--- src/rtl/core/sxfb_pkg.sv ---
package sxfb_pkg;

	localparam int ROW_BITS = 64;

	typedef enum logic [1:0] {
		REQ_DRAW  = 2'd0,
		REQ_CLEAR = 2'd1,
		REQ_READ  = 2'd2,
		REQ_ACK   = 2'd3
	} req_t;

	typedef struct packed {
		logic collision;
		logic redraw;
	} flags_t;

endpackage

--- src/rtl/core/sxfb_ram.sv ---
module sxfb_ram #(
	parameter int WIDTH = 64,
	parameter int DEPTH = 32
) (
	input  logic                     clk,
	input  logic                     we,
	input  logic [$clog2(DEPTH)-1:0] waddr,
	input  logic [WIDTH-1:0]         wdata,
	input  logic                     re,
	input  logic [$clog2(DEPTH)-1:0] raddr,
	output logic [WIDTH-1:0]         rdata
);

	logic [WIDTH-1:0] mem_q [DEPTH];

	always_ff @(posedge clk) begin
		if (we) begin
			mem_q[waddr] <= wdata;
		end
		if (re) begin
			rdata <= mem_q[raddr];
		end
	end

endmodule

--- src/rtl/core/sxfb_index.sv ---
module sxfb_index #(
	parameter int DISPLAY_WIDTH  = 64,
	parameter int DISPLAY_HEIGHT = 32
) (
	input  logic [7:0]                        x_pos,
	input  logic [7:0]                        y_pos,
	input  logic [3:0]                        row_offset,
	output logic [$clog2(DISPLAY_HEIGHT)-1:0] row,
	output logic [$clog2(DISPLAY_WIDTH)-1:0]  col
);

	localparam int AW = $clog2(DISPLAY_HEIGHT);
	localparam int CW = $clog2(DISPLAY_WIDTH);

	typedef logic [AW-1:0] ylut_t [256];
	typedef logic [CW-1:0] xlut_t [256];

	function automatic ylut_t build_ylut();
		ylut_t t;
		for (int i = 0; i < 256; i++) begin
			t[i] = AW'(i % DISPLAY_HEIGHT);
		end
		return t;
	endfunction

	function automatic xlut_t build_xlut();
		xlut_t t;
		for (int i = 0; i < 256; i++) begin
			t[i] = CW'(i % DISPLAY_WIDTH);
		end
		return t;
	endfunction

	localparam ylut_t YLUT = build_ylut();
	localparam xlut_t XLUT = build_xlut();

	logic [AW-1:0] ymod;
	logic [7:0]    omod;
	logic [AW:0]   sum;

	always_comb begin
		ymod = YLUT[y_pos];
		col  = XLUT[x_pos];
		if (8'(row_offset) >= 8'(DISPLAY_HEIGHT)) begin
			omod = 8'(row_offset) - 8'(DISPLAY_HEIGHT);
		end else begin
			omod = 8'(row_offset);
		end
		sum = {1'b0, ymod} + {1'b0, AW'(omod)};
		if (sum >= (AW+1)'(DISPLAY_HEIGHT)) begin
			row = AW'(sum - (AW+1)'(DISPLAY_HEIGHT));
		end else begin
			row = AW'(sum);
		end
	end

endmodule

--- src/rtl/core/sxfb_update.sv ---
module sxfb_update #(
	parameter int DISPLAY_WIDTH = 64
) (
	input  sxfb_pkg::req_t                   req,
	input  logic [DISPLAY_WIDTH-1:0]         old_row,
	input  logic [$clog2(DISPLAY_WIDTH)-1:0] col,
	input  logic [7:0]                       row_bits,
	input  logic                             off_zero,
	input  sxfb_pkg::flags_t                 flags_in,
	output logic [DISPLAY_WIDTH-1:0]         new_row,
	output sxfb_pkg::flags_t                 flags_out
);

	import sxfb_pkg::*;

	localparam int CW = $clog2(DISPLAY_WIDTH);

	logic [DISPLAY_WIDTH-1:0] mask;
	logic [CW:0]              c [8];
	logic                     hit;

	always_comb begin
		mask = '0;
		for (int b = 0; b < 8; b++) begin
			c[b] = (CW+1)'(col) + (CW+1)'(b);
			if (c[b] >= (CW+1)'(DISPLAY_WIDTH)) begin
				c[b] = c[b] - (CW+1)'(DISPLAY_WIDTH);
			end
			if (row_bits[7-b]) begin
				mask[CW'(c[b])] = 1'b1;
			end
		end
		hit     = |(old_row & mask);
		new_row = old_row ^ mask;

		flags_out = flags_in;
		case (req)
			REQ_DRAW: begin
				flags_out.collision = (flags_in.collision & ~off_zero) | hit;
				flags_out.redraw    = flags_in.redraw | (|mask);
			end
			REQ_CLEAR: begin
				flags_out.redraw = 1'b1;
			end
			REQ_ACK: begin
				flags_out.redraw = 1'b0;
			end
			default: begin
				flags_out = flags_in;
			end
		endcase
	end

endmodule

--- src/rtl/core/sprite_xor_framebuffer.sv ---
// One-bit framebuffer, DISPLAY_HEIGHT rows by DISPLAY_WIDTH columns, with wrapping XOR
// sprite rows, clear, row read and redraw acknowledge. Every item gives exactly one result,
// which passes through the s1 stage register and then sits in an output register until
// taken. One item is accepted per cycle while the output side keeps up: each item makes
// one read of the row RAM (registered read) and at most one write-back as it leaves s1,
// with the row written on the accept edge forwarded to the following item. Per-row valid
// flops make reset and clear take effect at once, so there is no clearing pass.
module sprite_xor_framebuffer #(
	parameter int DISPLAY_WIDTH  = 64,
	parameter int DISPLAY_HEIGHT = 32
) (
	input  logic                          clk,
	input  logic                          arst_n,
	input  logic                          in_valid,
	output logic                          in_ready,
	input  logic [1:0]                    req_type,
	input  logic [7:0]                    x_pos,
	input  logic [7:0]                    y_pos,
	input  logic [3:0]                    row_offset,
	input  logic [7:0]                    row_bits,
	input  logic [4:0]                    read_row,
	output logic                          out_valid,
	input  logic                          out_ready,
	output logic                          collision,
	output logic                          redraw_needed,
	output logic [sxfb_pkg::ROW_BITS-1:0] row_data
);

	import sxfb_pkg::*;

	localparam int AW = $clog2(DISPLAY_HEIGHT);
	localparam int CW = $clog2(DISPLAY_WIDTH);

	logic                     in_fire, s1_fire, out_free;
	req_t                     req_in;
	logic [AW-1:0]            draw_row_idx, rd_addr;
	logic [CW-1:0]            col_in;

	logic                     s1_valid_q;
	req_t                     req_s1;
	logic [AW-1:0]            addr_s1;
	logic [CW-1:0]            col_s1;
	logic [7:0]               bits_s1;
	logic                     off_zero_s1;
	logic                     rd_ok_s1;
	logic                     fwd_hit_s1;
	logic [DISPLAY_WIDTH-1:0] fwd_data_s1;

	logic [DISPLAY_HEIGHT-1:0] row_valid_q;
	flags_t                    flags_q, flags_nx;
	logic                      out_valid_q;

	logic [DISPLAY_WIDTH-1:0] ram_rdata, old_row, new_row;
	logic                     wr_en;

	assign req_in   = req_t'(req_type);
	assign out_free = !out_valid_q || out_ready;
	assign s1_fire  = s1_valid_q && out_free;
	assign in_ready = !s1_valid_q || out_free;
	assign in_fire  = in_valid && in_ready;
	assign wr_en    = s1_fire && (req_s1 == REQ_DRAW);
	assign out_valid = out_valid_q;

	sxfb_index #(
		.DISPLAY_WIDTH (DISPLAY_WIDTH),
		.DISPLAY_HEIGHT(DISPLAY_HEIGHT)
	) u_index (
		.x_pos     (x_pos),
		.y_pos     (y_pos),
		.row_offset(row_offset),
		.row       (draw_row_idx),
		.col       (col_in)
	);

	assign rd_addr = (req_in == REQ_READ) ? AW'(read_row) : draw_row_idx;

	sxfb_ram #(
		.WIDTH(DISPLAY_WIDTH),
		.DEPTH(DISPLAY_HEIGHT)
	) u_ram (
		.clk  (clk),
		.we   (wr_en),
		.waddr(addr_s1),
		.wdata(new_row),
		.re   (in_fire),
		.raddr(rd_addr),
		.rdata(ram_rdata)
	);

	always_comb begin
		if (fwd_hit_s1) begin
			old_row = fwd_data_s1;
		end else if (row_valid_q[addr_s1]) begin
			old_row = ram_rdata;
		end else begin
			old_row = '0;
		end
	end

	sxfb_update #(
		.DISPLAY_WIDTH(DISPLAY_WIDTH)
	) u_update (
		.req      (req_s1),
		.old_row  (old_row),
		.col      (col_s1),
		.row_bits (bits_s1),
		.off_zero (off_zero_s1),
		.flags_in (flags_q),
		.new_row  (new_row),
		.flags_out(flags_nx)
	);

	always_ff @(posedge clk or negedge arst_n) begin
		if (!arst_n) begin
			s1_valid_q  <= 1'b0;
			out_valid_q <= 1'b0;
			row_valid_q <= '0;
			flags_q     <= '0;
			fwd_hit_s1  <= 1'b0;
		end else begin
			if (in_fire) begin
				s1_valid_q <= 1'b1;
				fwd_hit_s1 <= wr_en && (addr_s1 == rd_addr);
			end else if (s1_fire) begin
				s1_valid_q <= 1'b0;
			end
			if (s1_fire) begin
				out_valid_q <= 1'b1;
				flags_q     <= flags_nx;
				if (req_s1 == REQ_CLEAR) begin
					row_valid_q <= '0;
				end else if (wr_en) begin
					row_valid_q[addr_s1] <= 1'b1;
				end
			end else if (out_ready) begin
				out_valid_q <= 1'b0;
			end
		end
	end

	always_ff @(posedge clk) begin
		if (in_fire) begin
			req_s1      <= req_in;
			addr_s1     <= rd_addr;
			col_s1      <= col_in;
			bits_s1     <= row_bits;
			off_zero_s1 <= (row_offset == 4'd0);
			rd_ok_s1    <= (8'(read_row) < 8'(DISPLAY_HEIGHT));
			fwd_data_s1 <= new_row;
		end
		if (s1_fire) begin
			collision     <= flags_nx.collision;
			redraw_needed <= flags_nx.redraw;
			if (req_s1 == REQ_READ && rd_ok_s1) begin
				row_data <= ROW_BITS'(old_row);
			end else begin
				row_data <= '0;
			end
		end
	end

	a_clear_drops_rows: assert property (@(posedge clk) disable iff (!arst_n)
		s1_fire && req_s1 == REQ_CLEAR |=> row_valid_q == '0)
		else $error("rows still valid after clear");

	a_data_only_on_read: assert property (@(posedge clk) disable iff (!arst_n)
		s1_fire && req_s1 != REQ_READ |=> row_data == '0)
		else $error("row data on non-read item");

	a_ack_clears_redraw: assert property (@(posedge clk) disable iff (!arst_n)
		s1_fire && req_s1 == REQ_ACK |=> !redraw_needed && out_valid)
		else $error("acknowledge left redraw set");

	a_accept_fills_stage: assert property (@(posedge clk) disable iff (!arst_n)
		in_fire |=> s1_valid_q)
		else $error("accepted item lost");

endmodule
--- config.mk ---
export PLATFORM = sky130hd
export DESIGN_NAME = sprite_xor_framebuffer
export DESIGN_NICKNAME = d
export VERILOG_FILES = /design/src/rtl/core/sxfb_pkg.sv /design/src/rtl/core/sxfb_ram.sv /design/src/rtl/core/sxfb_index.sv /design/src/rtl/core/sxfb_update.sv /design/src/rtl/core/sprite_xor_framebuffer.sv
export SDC_FILE = /design/constraint.sdc
export NUM_CORES = 2
export LEC_CHECK = 0
export BUFFER_PORTS_ARGS = -buffer_cell sky130_fd_sc_hd__buf_2
export CORE_UTILIZATION = 37
export CTS_BUF_LIST = sky130_fd_sc_hd__clkbuf_4 sky130_fd_sc_hd__clkbuf_8 sky130_fd_sc_hd__clkbuf_16
export CTS_CLUSTER_SIZE = 12
export DETAILED_ROUTE_END_ITERATION = 10
export HOLD_SLACK_MARGIN = 0.02
export PLACE_DENSITY = 0.62
export SLEW_MARGIN = 10
export SYNTH_ARGS = -nofsm -noshare
export SYNTH_HDL_FRONTEND = slang
export SYNTH_SLANG_ARGS = --single-unit
--- constraint.sdc ---
create_clock -name clk -period 15.6 [get_ports clk]
set_input_delay 1.56 -clock clk [delete_from_list [all_inputs] [get_ports clk]]
set_output_delay 1.56 -clock clk [all_outputs]
set_load 0.02 [all_outputs]
==> impl_metrics.csv <==
group,metric,value,unit
synth,postSynthCellCount,5069,
power,leakagePower,35.07,nW
placed_design,port_buffers,101,
critical_path,path_class,"flip-flop to flip-flop",
clock_network,clkLatencyLatePin,0.91,ns
sta,rsz0062_at_grt,"no",
clock_network,clkSinkCount,2301,
sta,max_freq,0.1440,GHz
critical_path,critPathCaptureType,"flip-flop",
final_layout,area_delta_synth_final,12.99,%
sta,clock_skew,0.05520,ns
synth,synth_area,94430,µm²
power,p_per_area,131.1,nW/µm²
drt,routed_via_density,5.904,
drt,wl_per_cell,33.21,µm
global_route,grt_pass1_vias,52120,
die,die_y,507.2,µm
drt,first_iter_violations,6282,
global_route,grt_pass1_wl,406700,µm
drt,totalWireLength,291800,µm
die,core_area,253900,µm²
critical_path,crit_fanout,39,
sta,tightest_slew,1.380,ns
worst_hold_path,hold_class,"flip-flop to flip-flop",
synth,syn_area_per_cell,18.63,µm²
final_layout,layout.nets,5375,
synth,synth-edff-count,2264,
synth,synth_nets,5181,
die,die_w,507.2,µm
synth,ys_ff_latch,2301,
final_layout,drive_gt1_frac,0.2369,
sta,tns,0,ns
critical_path,crit_path_max_incr_delay,0.76,ns
synth,synth_ff_type,"edfxtp_1",
clock_network,post_cts_buffers,0,
final_layout,most-common-layout-cells,"edfxtp_1 (2,264), mux4_2 (520), nand2_1 (329)",
critical_path,rrSetupSlack,8.66,ns
critical_path,worstPathArrival,7.47,ns
critical_path,r2r_end,"collision",
global_route,overflow,0,
power,finalPower,13.99,mW
critical_path,required,16.12,ns
critical_path,worst-r2r-cell-count,14,
clock_network,numCtsBuffers,233,
critical_path,cpMaxStageDelayCell,"nor4_1",
power,vdd.ir_drop.worst,0.00009636,V
die,ios,107,
drt,vias,51870,
final_layout,final_common_cell,"edfxtp_1",
job,drv_cap,0,
placed_design,place_congestion,0.9752,
drt,drt_pass1_iterations,6,
clock_network,path_clk_slew,0.07,ns
critical_path,startpoint,"col_s1[1]",
synth,synth.distinct_cells,90,
die,rows,185,
clock_network,hold_buffers,0,
global_route,grt_max_degree,143,
synth,yosysWarningCount,0,
sta,fin_crit,6.943,ns
clock_network,clk_path_buf_depth,3,
placed_design,dp_hpwl,167300,µm
sta,fin_hold_ws,0.4900,ns
clock_network,cts_resized,0,
die,die_area,257200,µm²
critical_path,cp-start-kind,"flip-flop",
final_layout,final_util,0.4202,
synth,async_flop_share,0.01608,
synth,ys_seq_area_frac,0.7298,
critical_path,path_cells,"buf_4, inv_1, ha_2, buf_4, nor3_1, o21ai_0, nor2_1, nor4_1, o211ai_1, ha_1, nor4_1, nand4_1, o41ai_1, nand2_1",
final_layout,num-fill-cells,22130,
status,status,"finished, final reports clean",
critical_path,r2r-start,"col_s1[1]",
sta,maxSlewViolCount,0,
sta,period_share,0.4451,
sta,max_slew_margin,0.06822,
clock_network,htree_num_levels,4,
die,initial_core_util,0.3719,
clock_network,cts_tree,"done",
clock_network,cts_root_buf,"clkbuf_16",
critical_path,crit_end,"collision",
sta,hold_viol_final,0,
drt,ant_nets,0,
global_route,antenna_found_initial,9,
sta,setup_viol,0,
drt,route.detailed.drc,0,
global_route,grtUsageTotal,0.2246,
-- cell usage after synthesis, drive strengths merged, types with 13 or more instances --
master / number / share of area
edfxtp: 2264 / 0.72
mux4: 520 / 0.12
nand2: 331 / 0.013
nor2: 218 / 0.0087
mux2i: 177 / 0.019
clkbuf: 171 / 0.0068
nand3: 165 / 0.0087
buf: 140 / 0.0075
o21ai: 119 / 0.0063
nor2b: 85 / 0.0056
a21oi: 83 / 0.0044
ha: 72 / 0.0095
a22o: 67 / 0.0062
nor3: 63 / 0.0034
nor4: 53 / 0.0036
mux2: 47 / 0.0056
nand4: 43 / 0.0028
dfrtp: 37 / 0.0098
o32ai: 31 / 0.0029
a32oi: 30 / 0.0031
a22oi: 23 / 0.0018
o211ai: 23 / 0.0018
o22ai: 23 / 0.0015
a221oi: 18 / 0.0017
a31oi: 18 / 0.0013
and3: 17 / 0.0011
nand2b: 17 / 0.0011
a211oi: 16 / 0.0013
inv: 16 / 0.00064
and2: 14 / 0.00093
xnor2: 13 / 0.0014
-- per-layer routing --
layer | vias up | track usage | wire length [µm]
li1 | 21200 | - | -
met1 | 27700 | 0.3145 | 121000
met2 | 2474 | 0.3604 | 138500
met3 | 478 | 0.03800 | 23610
met4 | 14 | 0.06549 | 8524
met5 | - | 0 | 105
-- worst min path at each step --
stage	startpoint	to	cells after the start
5_1_grt	row_valid_q[23]	row_valid_q[23]	2
6_report	s1_valid_q	out_valid	1
2_1_floorplan	s1_valid_q	out_valid	1
4_1_cts	s1_valid_q	out_valid	1
3_3_place_gp	row_valid_q[10]	row_valid_q[10]	2
3_5_place_dp	row_valid_q[10]	row_valid_q[10]	2
-- where the power goes --
group	internal [mW]	switching, mW
logic	0.579	1.08
registers	7.03	0.0389
clock network	2.95	2.31
total	10.6	3.43
-- per-stage QoR --
step / worst slack, ns / area [µm²] / instances
after floorplan: 9.508 / 94430 / 5069
after global placement: 8.316 / 99550 / 8394
after detailed placement: 8.238 / 99550 / 8394
after CTS: 8.920 / 106700 / 8781
after global routing: 8.473 / 106700 / 8781
final: 8.657 / 106700 / 8785
-- registers in the layout, indices dropped and copies added (netlist names), 5 cells and up --
register     flops
row_data        64
bits_s1          8
u_ram.rdata     64
fwd_data_s1     64
addr_s1          5
col_s1           6
row_valid_q     32
u_ram.mem_q   2048
-- cell families (layout without fill, tap and decap cells) --
kind of cell    Yosys count  after routing  synth area share
compound gates          532            532           0.04037
xor+xnor                 19             19          0.002001
fa+ha+maj                73             73          0.009752
buf+inv                 329            675           0.01504
flops                  2301           2301            0.7298
mux                     744            744            0.1484
other cells               0              4                 0
simple gates           1071           1071           0.05468
-- worst max-delay path: cells and delay by family (launching register included) --
kind,cells,cell delay (ns)
fa+ha+maj,2,0.94
simple gates,6,2.56
flops,1,0.33
buf+inv,3,1.18
compound gates,3,1.51
-- final cells by class --
| cell class | count | area [µm²] | area share |
|---|---|---|---|
| Multi-Input combinational cell | 2439 | 24470 | 0.2294 |
| Sequential cell | 2301 | 68910 | 0.6459 |
| Antenna cell | 4 | 10.01 | 0.00009382 |
| Clock buffer | 305 | 6395 | 0.05994 |
| Clock inverter | 82 | 733.2 | 0.006872 |
| Tap cell | 3366 | 4212 | 0.03947 |
| Inverter | 18 | 82.58 | 0.0007740 |
| Timing Repair Buffer | 270 | 1874 | 0.01757 |
(Power assumes the default switching activity.)
